File: config.mk
export PLATFORM = sky130hd
export DESIGN_NAME = token_bucket_limiter_core
export DESIGN_NICKNAME = d
export VERILOG_FILES = /design/src/rtl/tbl_pkg.sv /design/src/rtl/tbl_front.sv /design/src/rtl/tbl_fifo.sv /design/src/rtl/tbl_back.sv /design/src/rtl/token_bucket_limiter_core.sv
export SDC_FILE = /design/constraint.sdc
export NUM_CORES = 2
export LEC_CHECK = 0
export BUFFER_PORTS_ARGS = -buffer_cell sky130_fd_sc_hd__buf_2
export CAP_MARGIN = 5
export CORE_UTILIZATION = 30
export CTS_BUF_LIST = sky130_fd_sc_hd__clkbuf_2 sky130_fd_sc_hd__clkbuf_4 sky130_fd_sc_hd__clkbuf_8
export DETAILED_ROUTE_END_ITERATION = 12
export GPL_TIMING_DRIVEN = 0
export PLACE_DENSITY = 0.53
export SLEW_MARGIN = 20
export SYNTH_ARGS = -nofsm -noshare
export SYNTH_HDL_FRONTEND = slang
export SYNTH_SLANG_ARGS = --single-unit
File: constraint.sdc
create_clock -name i_clk -period 16.1 [get_ports i_clk]
set_input_delay 0.805 -clock i_clk [delete_from_list [all_inputs] [get_ports i_clk]]
set_output_delay 0.805 -clock i_clk [all_outputs]
set_load 0.005 [all_outputs]
File: src/rtl/tbl_pkg.sv
`timescale 1ns / 1ps
// ----------------------------------------------------------------------------
// tbl_pkg
// shared types and constants of the token bucket limiter
// ----------------------------------------------------------------------------
package tbl_pkg;

    // field widths
    localparam int TIME_W   = 48;   // request time in ms
    localparam int COST_W   = 16;   // whole tokens
    localparam int CAP_W    = 16;   // capacity in whole tokens
    localparam int RATE_W   = 30;   // milli-tokens per second
    localparam int LEVEL_W  = 36;   // micro-tokens
    localparam int RETRY_W  = 32;
    localparam int CFG_W    = 30;   // widest register
    localparam int CFG_IDX_W = 2;

    // refill product is split into two partial products
    localparam int HALF_W   = LEVEL_W / 2;
    localparam int PP_W     = HALF_W + RATE_W;
    localparam int PROD_W   = LEVEL_W + RATE_W;

    // rate in micro-tokens per second
    localparam int PSEC_W   = RATE_W + 10;
    localparam int DIV_CNT_W = 6;

    localparam logic [19:0] MICRO_PER_TOKEN = 20'd1000000;
    localparam logic [9:0]  MILLI_PER_TOKEN = 10'd1000;
    localparam logic [RETRY_W-1:0] RETRY_ONE = RETRY_W'(1);
    localparam logic [RETRY_W-1:0] RETRY_MAX = '1;

    // register indexes
    localparam logic [CFG_IDX_W-1:0] CFG_CAPACITY = 2'd0;
    localparam logic [CFG_IDX_W-1:0] CFG_RATE     = 2'd1;

    // job queue
    localparam int JQ_DEPTH = 2;
    localparam int JQ_PTR_W = 1;
    localparam int JQ_CNT_W = 2;

    typedef struct packed {
        logic [TIME_W-1:0] now_ms;
        logic [COST_W-1:0] cost_tokens;
    } t_req;

    typedef struct packed {
        logic               granted;
        logic [RETRY_W-1:0] retry_after_sec;
    } t_res;

    typedef enum logic {
        JOB_FREE,   // zero cost, granted without touching the bucket
        JOB_METER   // goes through refill and check
    } t_kind;

    typedef struct packed {
        t_kind              kind;
        logic [TIME_W-1:0]  now_ms;
        logic [COST_W-1:0]  cost_tokens;
        logic [LEVEL_W-1:0] need_micro;
    } t_job;

    typedef struct packed {
        logic                 we;
        logic [CFG_IDX_W-1:0] idx;
        logic [CFG_W-1:0]     wdata;
    } t_cfg;

endpackage

File: src/rtl/tbl_front.sv
`timescale 1ns / 1ps
// ----------------------------------------------------------------------------
// tbl_front
// classifies incoming requests and turns the cost into micro-tokens
// ----------------------------------------------------------------------------
module tbl_front (
    input  logic          push,
    input  tbl_pkg::t_req i_req,
    input  logic          i_q_full,
    output logic          o_q_push,
    output tbl_pkg::t_job o_job,
    output logic          full
);
    import tbl_pkg::*;

    logic [LEVEL_W-1:0] need_micro;

    assign need_micro = LEVEL_W'(i_req.cost_tokens) * LEVEL_W'(MICRO_PER_TOKEN);

    always_comb begin
        o_job.kind        = (i_req.cost_tokens == '0) ? JOB_FREE : JOB_METER;
        o_job.now_ms      = i_req.now_ms;
        o_job.cost_tokens = i_req.cost_tokens;
        o_job.need_micro  = need_micro;
    end

    assign full     = i_q_full;
    assign o_q_push = push & ~i_q_full;

endmodule

File: src/rtl/tbl_fifo.sv
`timescale 1ns / 1ps
// ----------------------------------------------------------------------------
// tbl_fifo
// short job queue between the front and the back
// ----------------------------------------------------------------------------
module tbl_fifo (
    input  logic          i_clk,
    input  logic          i_rst_n,
    input  logic          i_push,
    input  tbl_pkg::t_job i_job,
    output logic          o_full,
    input  logic          i_pop,
    output tbl_pkg::t_job o_job,
    output logic          o_empty
);
    import tbl_pkg::*;

    t_job                r_mem [JQ_DEPTH];
    logic [JQ_PTR_W-1:0] r_wr_ptr;
    logic [JQ_PTR_W-1:0] r_rd_ptr;
    logic [JQ_CNT_W-1:0] r_count;

    logic do_push;
    logic do_pop;

    assign o_full  = (r_count == JQ_CNT_W'(JQ_DEPTH));
    assign o_empty = (r_count == '0);
    assign do_push = i_push & ~o_full;
    assign do_pop  = i_pop & ~o_empty;
    assign o_job   = r_mem[r_rd_ptr];

    always_ff @(posedge i_clk) begin
        if (do_push) begin
            r_mem[r_wr_ptr] <= i_job;
        end
    end

    always_ff @(posedge i_clk) begin
        if (!i_rst_n) begin
            r_wr_ptr <= '0;
            r_rd_ptr <= '0;
            r_count  <= '0;
        end else begin
            if (do_push) begin
                r_wr_ptr <= r_wr_ptr + 1'b1;
            end
            if (do_pop) begin
                r_rd_ptr <= r_rd_ptr + 1'b1;
            end
            case ({do_push, do_pop})
                2'b10:   r_count <= r_count + 1'b1;
                2'b01:   r_count <= r_count - 1'b1;
                default: r_count <= r_count;
            endcase
        end
    end

endmodule

File: src/rtl/tbl_back.sv
`timescale 1ns / 1ps
// ----------------------------------------------------------------------------
// tbl_back
// bucket state, refill, admission check and retry-time divider
// ----------------------------------------------------------------------------
module tbl_back (
    input  logic          i_clk,
    input  logic          i_rst_n,
    input  tbl_pkg::t_cfg i_cfg,
    input  tbl_pkg::t_job i_q_job,
    input  logic          i_q_empty,
    output logic          o_q_pop,
    input  logic          pop,
    output logic          empty,
    output tbl_pkg::t_res o_res
);
    import tbl_pkg::*;

    typedef enum logic [2:0] {
        S_IDLE,
        S_MUL_LO,
        S_MUL_HI,
        S_SUM,
        S_REFILL,
        S_CHECK,
        S_DIV,
        S_FIN
    } t_state;

    t_state               r_state,     n_state;
    logic [CAP_W-1:0]     r_cap,       n_cap;
    logic [LEVEL_W-1:0]   r_cap_micro, n_cap_micro;
    logic [RATE_W-1:0]    r_rate,      n_rate;
    logic [PSEC_W-1:0]    r_per_sec,   n_per_sec;
    logic [LEVEL_W-1:0]   r_level,     n_level;
    logic [TIME_W-1:0]    r_last,      n_last;
    t_job                 r_job,       n_job;
    logic [TIME_W-1:0]    r_elapsed,   n_elapsed;
    logic [PP_W-1:0]      r_prod_lo,   n_prod_lo;
    logic [PP_W-1:0]      r_prod_hi,   n_prod_hi;
    logic [PROD_W-1:0]    r_prod,      n_prod;
    logic [LEVEL_W-1:0]   r_room,      n_room;
    logic [LEVEL_W-1:0]   r_quo,       n_quo;
    logic [PSEC_W-1:0]    r_rem,       n_rem;
    logic [DIV_CNT_W-1:0] r_cnt,       n_cnt;
    logic                 r_out_valid, n_out_valid;
    t_res                 r_out,       n_out;

    logic [LEVEL_W-1:0] cap_micro_w;
    logic [PSEC_W-1:0]  per_sec_w;
    logic [PSEC_W:0]    rem_sh;
    logic               rem_ge;
    logic [LEVEL_W:0]   ceil_q;
    logic               elapsed_big;

    assign cap_micro_w = LEVEL_W'(i_cfg.wdata[CAP_W-1:0]) * LEVEL_W'(MICRO_PER_TOKEN);
    assign per_sec_w   = PSEC_W'(i_cfg.wdata[RATE_W-1:0]) * PSEC_W'(MILLI_PER_TOKEN);

    // one restoring step per cycle
    assign rem_sh = {r_rem, r_quo[LEVEL_W-1]};
    assign rem_ge = (rem_sh >= {1'b0, r_per_sec});

    assign ceil_q      = {1'b0, r_quo} + (LEVEL_W + 1)'(r_rem != '0);
    assign elapsed_big = |r_elapsed[TIME_W-1:LEVEL_W];

    assign empty = ~r_out_valid;
    assign o_res = r_out;

    always_comb begin
        n_state     = r_state;
        n_cap       = r_cap;
        n_cap_micro = r_cap_micro;
        n_rate      = r_rate;
        n_per_sec   = r_per_sec;
        n_level     = r_level;
        n_last      = r_last;
        n_job       = r_job;
        n_elapsed   = r_elapsed;
        n_prod_lo   = r_prod_lo;
        n_prod_hi   = r_prod_hi;
        n_prod      = r_prod;
        n_room      = r_room;
        n_quo       = r_quo;
        n_rem       = r_rem;
        n_cnt       = r_cnt;
        n_out_valid = r_out_valid;
        n_out       = r_out;
        o_q_pop     = 1'b0;

        if (i_cfg.we) begin
            case (i_cfg.idx)
                CFG_CAPACITY: begin
                    n_cap       = i_cfg.wdata[CAP_W-1:0];
                    n_cap_micro = cap_micro_w;
                    n_level     = cap_micro_w;
                end
                CFG_RATE: begin
                    n_rate    = i_cfg.wdata[RATE_W-1:0];
                    n_per_sec = per_sec_w;
                end
                default: ;
            endcase
        end

        if (pop && r_out_valid) begin
            n_out_valid = 1'b0;
        end

        case (r_state)
            S_IDLE: begin
                if (!i_q_empty && !r_out_valid) begin
                    o_q_pop = 1'b1;
                    n_job   = i_q_job;
                    if (i_q_job.kind == JOB_FREE) begin
                        n_out.granted         = 1'b1;
                        n_out.retry_after_sec = '0;
                        n_out_valid           = 1'b1;
                    end else begin
                        n_last    = i_q_job.now_ms;
                        n_elapsed = i_q_job.now_ms - r_last;
                        if (i_q_job.now_ms > r_last && r_rate != '0) begin
                            n_state = S_MUL_LO;
                        end else begin
                            n_state = S_CHECK;
                        end
                    end
                end
            end
            S_MUL_LO: begin
                n_prod_lo = PP_W'(r_elapsed[HALF_W-1:0]) * PP_W'(r_rate);
                n_state   = S_MUL_HI;
            end
            S_MUL_HI: begin
                n_prod_hi = PP_W'(r_elapsed[LEVEL_W-1:HALF_W]) * PP_W'(r_rate);
                n_room    = r_cap_micro - r_level;
                n_state   = S_SUM;
            end
            S_SUM: begin
                n_prod  = PROD_W'(r_prod_lo) + PROD_W'({r_prod_hi, {HALF_W{1'b0}}});
                n_state = S_REFILL;
            end
            S_REFILL: begin
                // product beyond the room left fills the bucket
                if (elapsed_big || r_prod > PROD_W'(r_room)) begin
                    n_level = r_cap_micro;
                end else begin
                    n_level = r_level + r_prod[LEVEL_W-1:0];
                end
                n_state = S_CHECK;
            end
            S_CHECK: begin
                if (r_level >= r_job.need_micro) begin
                    n_level               = r_level - r_job.need_micro;
                    n_out.granted         = 1'b1;
                    n_out.retry_after_sec = '0;
                    n_out_valid           = 1'b1;
                    n_state               = S_IDLE;
                end else if (r_cap < r_job.cost_tokens || r_rate == '0) begin
                    n_out.granted         = 1'b0;
                    n_out.retry_after_sec = RETRY_ONE;
                    n_out_valid           = 1'b1;
                    n_state               = S_IDLE;
                end else begin
                    n_quo   = r_job.need_micro - r_level;
                    n_rem   = '0;
                    n_cnt   = DIV_CNT_W'(LEVEL_W - 1);
                    n_state = S_DIV;
                end
            end
            S_DIV: begin
                n_rem = rem_ge ? PSEC_W'(rem_sh - {1'b0, r_per_sec}) : rem_sh[PSEC_W-1:0];
                n_quo = {r_quo[LEVEL_W-2:0], rem_ge};
                if (r_cnt == '0) begin
                    n_state = S_FIN;
                end else begin
                    n_cnt = r_cnt - 1'b1;
                end
            end
            S_FIN: begin
                n_out.granted = 1'b0;
                if (|ceil_q[LEVEL_W:RETRY_W]) begin
                    n_out.retry_after_sec = RETRY_MAX;
                end else if (ceil_q == '0) begin
                    n_out.retry_after_sec = RETRY_ONE;
                end else begin
                    n_out.retry_after_sec = ceil_q[RETRY_W-1:0];
                end
                n_out_valid = 1'b1;
                n_state     = S_IDLE;
            end
            default: begin
                n_state = S_IDLE;
            end
        endcase
    end

    always_ff @(posedge i_clk) begin
        if (!i_rst_n) begin
            r_state     <= S_IDLE;
            r_cap       <= '0;
            r_cap_micro <= '0;
            r_rate      <= '0;
            r_per_sec   <= '0;
            r_level     <= '0;
            r_last      <= '0;
            r_out_valid <= 1'b0;
            r_out       <= '0;
        end else begin
            r_state     <= n_state;
            r_cap       <= n_cap;
            r_cap_micro <= n_cap_micro;
            r_rate      <= n_rate;
            r_per_sec   <= n_per_sec;
            r_level     <= n_level;
            r_last      <= n_last;
            r_out_valid <= n_out_valid;
            r_out       <= n_out;
        end
    end

    always_ff @(posedge i_clk) begin
        r_job     <= n_job;
        r_elapsed <= n_elapsed;
        r_prod_lo <= n_prod_lo;
        r_prod_hi <= n_prod_hi;
        r_prod    <= n_prod;
        r_room    <= n_room;
        r_quo     <= n_quo;
        r_rem     <= n_rem;
        r_cnt     <= n_cnt;
    end

endmodule

File: src/rtl/token_bucket_limiter_core.sv
`timescale 1ns / 1ps
// ----------------------------------------------------------------------------
// token_bucket_limiter_core
// single token bucket request admission with retry-after estimate
// ----------------------------------------------------------------------------
//  channel   handshake               word
//  -------   ---------------------   -------------------------------------
//  request   push / full             i_req : now_ms, cost_tokens
//  result    pop / empty             o_res : granted, retry_after_sec
//  config    i_cfg_we (no wait)      i_cfg_idx, i_cfg_wdata
//
//  zero-cost word: popped from the queue and granted without touching the bucket
//  metered word: queue pop, two partial products, sum, refill and check,
//  or only queue pop and check when nothing is refilled; a retry time adds
//  the one-bit-per-cycle restoring divider (36 steps plus rounding)
//  reset is synchronous, active low: empty bucket, capacity and rate zero
//  a two-word job queue keeps taking requests while a result waits on pop;
//  the back end starts its next job the cycle after the result is popped
// ----------------------------------------------------------------------------
module token_bucket_limiter_core (
    input  logic                             i_clk,
    input  logic                             i_rst_n,
    // request side
    input  logic                             push,
    input  tbl_pkg::t_req                    i_req,
    output logic                             full,
    // result side
    output logic                             empty,
    input  logic                             pop,
    output tbl_pkg::t_res                    o_res,
    // configuration writes
    input  logic                             i_cfg_we,
    input  logic [tbl_pkg::CFG_IDX_W-1:0]    i_cfg_idx,
    input  logic [tbl_pkg::CFG_W-1:0]        i_cfg_wdata
);
    import tbl_pkg::*;

    // front to queue
    logic q_push;
    t_job q_in_job;
    logic q_full;

    // queue to back
    t_job q_out_job;
    logic q_empty;
    logic q_pop;

    t_cfg cfg;

    assign cfg.we    = i_cfg_we;
    assign cfg.idx   = i_cfg_idx;
    assign cfg.wdata = i_cfg_wdata;

    // classify the request and scale its cost
    tbl_front u_front (
        .push     (push),
        .i_req    (i_req),
        .i_q_full (q_full),
        .o_q_push (q_push),
        .o_job    (q_in_job),
        .full     (full)
    );

    // decouples request acceptance from the slow back end
    tbl_fifo u_fifo (
        .i_clk   (i_clk),
        .i_rst_n (i_rst_n),
        .i_push  (q_push),
        .i_job   (q_in_job),
        .o_full  (q_full),
        .i_pop   (q_pop),
        .o_job   (q_out_job),
        .o_empty (q_empty)
    );

    // bucket state, refill, admission and retry divider; owns the result register
    tbl_back u_back (
        .i_clk     (i_clk),
        .i_rst_n   (i_rst_n),
        .i_cfg     (cfg),
        .i_q_job   (q_out_job),
        .i_q_empty (q_empty),
        .o_q_pop   (q_pop),
        .pop       (pop),
        .empty     (empty),
        .o_res     (o_res)
    );

endmodule

[Word level (Yosys, flattened, before mapping)]
Memory sizes are Yosys's and may differ from the RTL's. A register that Yosys moved wholly into a read port is not among the register bits.
Index checks and enable logic that the tools add are counted.
Storage, ports and cells
  flip-flop bits (word level): 618
  bits in writable memories: 190
  input bits: 101
  logic and storage cells: 145
  memories: 1
Cells by class
  $add $sub $neg: 13
  multiply operators: 5
  $lt $le $gt $ge: 5
  equal/unequal tests: 19
  mux-type cells: 44
  bitwise gates (word level): 6
  reduce and logical (&&, ||, !) cells: 29
Memory list
  u_fifo.r_mem: depth 2, bits a word 95, rd ports 1, clocked after Yosys merged registers in 1, write ports 1, line tbl_fifo.sv:18  | t_job r_mem [JQ_DEPTH];
Operator list (number)
  two-way mux 36 bit: 6
  one-hot mux 36 bit (2 select lines): 2
  two-way mux 33 bit: 4
  two-way mux 40 bit: 3
  subtractor 36 bit: 3
  one-hot mux 33 bit (3 select lines): 1
  multiplier 18 x 30 -> 48 bit: 2
  one-hot mux 40 bit (2 select lines): 1
  adder 48 x 66 -> 66 bit: 1
  > comparator 66 x 36 -> 1 bit: 1
  two-way mux 32 bit: 2
  multiplier 16 x 14 -> 30 bit, second input constant: 2
  > comparator 48 bit: 1
  subtractor 48 bit: 1
  >= comparator 41 x 40 -> 1 bit: 1
  nonzero test 40 bit: 1
  subtractor 40 bit: 1
  adder 36 x 1 -> 37 bit: 1
  logical NOT 37 bit: 1
  multiplier 30 x 7 -> 37 bit, second input constant: 1
  adder 36 bit: 1
  >= comparator 36 bit: 1
  logical NOT 30 bit: 1
  nonzero test 30 bit: 1
  36 further kinds: 81

[Logic depth before layout (Yosys ltp)]
  depth after elaboration: 8
  mapped depth: 27
  mapped depth without buffers: 25

[Cells and area by module]
A second synthesis with hierarchy kept.
Second synthesis, totals
  cell total of the unflattened synthesis: 9746
  area total of the unflattened synthesis: 91358.9 um2
By module, submodules not included
  tbl_back: times used 1, cells an instance 8916, area an instance 79384.9 um2, seq. area each 15995.3 um2
  tbl_fifo: times used 1, cells an instance 340, area an instance 7494.7 um2, seq. area each 6165.9 um2
  tbl_front: times used 1, cells an instance 490, area an instance 4479.3 um2, seq. area each 0.0 um2

[Worst setup path before layout]
OpenSTA, ideal clock, no wires.
  kind: reg-to-reg
  start: register u_back.r_state[1]
  end: register u_back.r_prod_hi[0] (enable)
  data arrival time: 6.946 ns
  setup slack: 8.507 ns
  cell stages (with the launch flop): 4
  path buffers: 2
  path through: dfxtp_1 -> clkbuf_1 -> clkbuf_1 -> nor3b_1
Between the ends
  cells in the longest elaborated chain, start to end: 1
Ends and longest elaborated chain
  start: declaration: line tbl_back.sv:30  | t_state r_state, n_state;
  start signal: assignment: line tbl_back.sv:209  | r_state <= n_state;
  == test 3 x 2 -> 1 bit: line tbl_back.sv:109  | case (r_state)
  end signal: assignment: line tbl_back.sv:225  | r_prod_hi <= n_prod_hi;
  end: declaration: line tbl_back.sv:40  | logic [PP_W-1:0] r_prod_hi, n_prod_hi;
No other way between the ends.
A chain may end at the register's enable or synchronous reset.

[Worst setup path in the final report]
  start: register u_back.r_rate[9]
  end: register u_back.r_prod_lo[47], data pin
Between the ends
  cells in the longest elaborated chain, start to end: 1
Ends and longest elaborated chain
  start: declaration: line tbl_back.sv:33  | logic [RATE_W-1:0] r_rate, n_rate;
  start signal: assignment: line tbl_back.sv:212  | r_rate <= n_rate;
  multiplier 18 x 30 -> 48 bit: line tbl_back.sv:130  | n_prod_lo = PP_W'(r_elapsed[HALF_W-1:0]) * PP_W'(r_rate);
  end signal: assignment: line tbl_back.sv:224  | r_prod_lo <= n_prod_lo;
  end: declaration: line tbl_back.sv:39  | logic [PP_W-1:0] r_prod_lo, n_prod_lo;
No other way between the ends.

==> impl_metrics.yaml <==
outcome:
  violations: "DRC"
  status: "complete, but fails checks"
route:
  drt-total-wl_mm: 299
  ant_nets: 0
  drt_first_iter_violations: 5427
  drt_first_pass_iters: 10
  drc: 72
  wl_per_cell_um: 21.8
  viasPerCell: 4.94
  vias: 67780
place:
  globalplace.congestion: 0.973
  dp_cells: 13448
  portBuffers: 135
  place_hpwl_mm: 248
  dpl-instance-area_sq_um: 94700
critical_path:
  worstPathRequired_ns: 16.69
  rr_startpoint: "u_back.r_rate[9]$_SDFFE_PN0P_"
  crit_path_end_kind: "flip-flop"
  cp_max_fo: 10
  reg2reg_slack_ns: 6.40
  crit_arrival_ns: 10.29
  startpoint_type: "flip-flop"
  startpoint: "u_back.r_rate[9]$_SDFFE_PN0P_"
  crit_type: "reg -> reg"
timing:
  fmax_mhz: 103
  maxSlewHeadroom_pct: 14.5
  fin_crit_ns: 9.70
  worstMarginPinSlew_ns: 1.28
  holdWs_ns: 0.119
  skew_ns: 0.104
  setup-violations-final: 0
  maxSlewViolCount: 0
  hold_viol: 0
  fin_crit_sh_pct: 60.2
  rsz0062_at_grt: "false"
  fin_tns_setup_ns: 0
logic_synthesis:
  synth_area_sq_um: 88700
  synth_flop_cell: "edfxtp_1"
  avgSynthCellArea_sq_um: 9.47
  yosysSeqAreaShare_pct: 24.1
  yosys_warnings: 0
  ys_types: 94
  postSynth.asyncResetShare_pct: 0
  syn_inst: 9366
  synth-seq-cells: 789
  syn_nets: 11410
  synth_edf_count: 555
power_and_ir_drop:
  powerDensity_nw_per_um2: 153
  p_leak_nw: 44.2
  peakVddDrop_mv: 0.104
cells_and_area:
  area_delta_synth_final_pct: 10.4
  layout.cells.non_filler: 13729
  post-route-util_pct: 33.3
  drive_gt1_share_pct: 5.99
  final_cell_mix: "1,602 x inv_1, 1,110 x nand2_1, 1,105 x fa_1"
  nets: 11729
  stdcell_area_sq_um: 97900
  nFillCells: 30502
  mostFrequentLayoutCell: "inv_1"
clock_tree:
  cts_buffer_depth: 4
  cts_root_buffer: "clkbuf_8"
  cts_tree: "yes"
  clock_latency_ns: 0.89
  htree_levels: 4
  cts_setup_buffers: 0
  cts_num_sinks: 789
  cts_buffers: 147
  clk_pin_slew_ns: 0.06
global_routing:
  grt_usage_pct: 19.9
  grt_pass1_vias: 69772
  grt_max_degree: 48
  grt_overflow: 0
  antenna_found_initial: 35
  grt_pass1_wl_mm: 447
die:
  die_w_um: 546
  dieHeight_um: 546
  die_area_sq_um: 298000
  core_area_sq_um: 294000
  start_util_pct: 30.2
  io_pins: 136
  rows: 199
min_path:
  worstHoldStart: "i_req[26]"
  min_path_type: "in -> reg"
run:
  cap_violations: 0
==> routing by layer <==
| layer | GRT usage [%] | wire length, um | part of all wire [%] | up-vias |
|---|---|---|---|---|
| met2 | 31.6 | 133000 | 45 | 2181 |
| met3 | 3.19 | 19400 | 6.5 | 473 |
| met1 | 26.9 | 132000 | 44 | 33975 |
| met4 | 8.25 | 14100 | 4.7 | 2 |
| met5 | 0 | 11 | 0.0037 | - |
| li1 | - | - | - | 31149 |
==> registers in the layout, indices dropped and copies added (netlist names), 40 cells and up, named ones only <==
name,cells
u_back.r_last,48
u_back.r_prod_lo,48
u_fifo.r_mem,184
u_back.r_prod_hi,48
u_back.r_prod,66
u_back.r_rem,40
u_back.r_elapsed,48
u_back.r_job,43
==> per-stage QoR <==
stage	setup slack, ns	total power [mW]
finish	6.40	15.0
global route	6.02	16.1
CTS	6.47	15.0
detailed placement	6.45	12.8
global placement	4.54	12.7
floorplan	8.51	9.55
==> cell usage after synthesis, types with 38 or more instances <==
| master | count | area [sq um] |
|---|---|---|
| nand2b_1 | 70 | 438 |
| xor2_1 | 150 | 1310 |
| nor2_1 | 401 | 1510 |
| nand4_1 | 69 | 432 |
| o21bai_1 | 55 | 413 |
| clkbuf_1 | 371 | 1390 |
| nor2b_1 | 56 | 350 |
| dfxtp_1 | 234 | 4680 |
| nor3_1 | 83 | 415 |
| mux2i_1 | 89 | 891 |
| a31oi_1 | 52 | 325 |
| xnor2_1 | 274 | 2400 |
| a211oi_1 | 46 | 345 |
| a21o_1 | 227 | 1700 |
| ha_1 | 838 | 10500 |
| o21ai_0 | 243 | 1220 |
| nor4_1 | 38 | 238 |
| fa_1 | 1105 | 22100 |
| nand3_1 | 107 | 536 |
| edfxtp_1 | 555 | 16700 |
| and2_1 | 429 | 2680 |
| nand2_1 | 1110 | 4170 |
| a21oi_1 | 530 | 2650 |
| inv_1 | 1603 | 6020 |
| and3_1 | 38 | 238 |
| mux2_2 | 92 | 1040 |
| o21a_1 | 75 | 563 |
==> worst max-delay path, cell delays in order, from the launching register on <==
cell,delay [ns]
dfxtp_1,0.33
clkbuf_1,0.82
clkbuf_1,0.62
nand2_1,0.18
fa_1,0.56
fa_1,0.53
fa_1,0.51
inv_1,0.04
ha_1,0.28
fa_1,0.48
inv_1,0.05
fa_1,0.47
inv_1,0.04
ha_1,0.36
nor2_1,0.07
a21oi_1,0.19
o311ai_0,0.30
o21ai_0,0.75
nand2_1,0.31
a311oi_1,0.44
o221ai_1,0.40
o31ai_2,0.84
o21ai_0,0.45
nor3b_1,0.31
a211oi_1,0.07
==> logic make-up after synthesis <==
| kind of cell | count (synthesis) | share of synthesized area, % |
|---|---|---|
| adder cells (fa/ha/maj) | 1943 | 36.8 |
| AO/OA/AOI/OAI | 1503 | 10.8 |
| buffers and inverters | 2012 | 8.57 |
| XOR/XNOR | 424 | 4.19 |
| multiplexers | 181 | 2.17 |
| AND/OR/NAND/NOR | 2514 | 13.4 |
| flip-flops | 789 | 24.1 |
==> worst paths after layout <==
kind,endpoint,cells past startpoint
min reg2reg,u_back.r_prod[6]$_DFFE_PP_,0
min,u_fifo.r_mem[1][56]$_DFFE_PP_,1
max reg2reg,u_back.r_prod_lo[47]$_DFFE_PP_,24
max,u_back.r_prod_lo[47]$_DFFE_PP_,24
==> final cells by class <==
cell class              instances  area [sq um]  area share [%]
multi-input cells            6565         59800            61.1
flip-flops and latches        789         21400            21.8
inverters                    1603          6020            6.15
well taps                    3919          4900            5.01
clock buffers                 197          2500            2.56
plain buffers                 409          1600            1.63
repair buffers                170          1160            1.18
clock inverters                61           549           0.561
diodes                         16          40.0          0.0409
==> where the power goes <==
group | internal, mW | total [mW] | switching, mW | leakage [nW]
combinational | 3.36 | 9.42 | 6.06 | 35.6
sequential | 3.04 | 3.45 | 0.408 | 7.00
clock | 1.17 | 2.09 | 0.916 | 1.60
total | 7.58 | 15.0 | 7.39 | 44.2
==> what timing repair did <==
action	in CTS	in global routing
hold buffers	6	0
gates resized for setup	0	0
endpoints found under the hold margin	11	0
No activity file was read; power rests on OpenSTA's default activity.
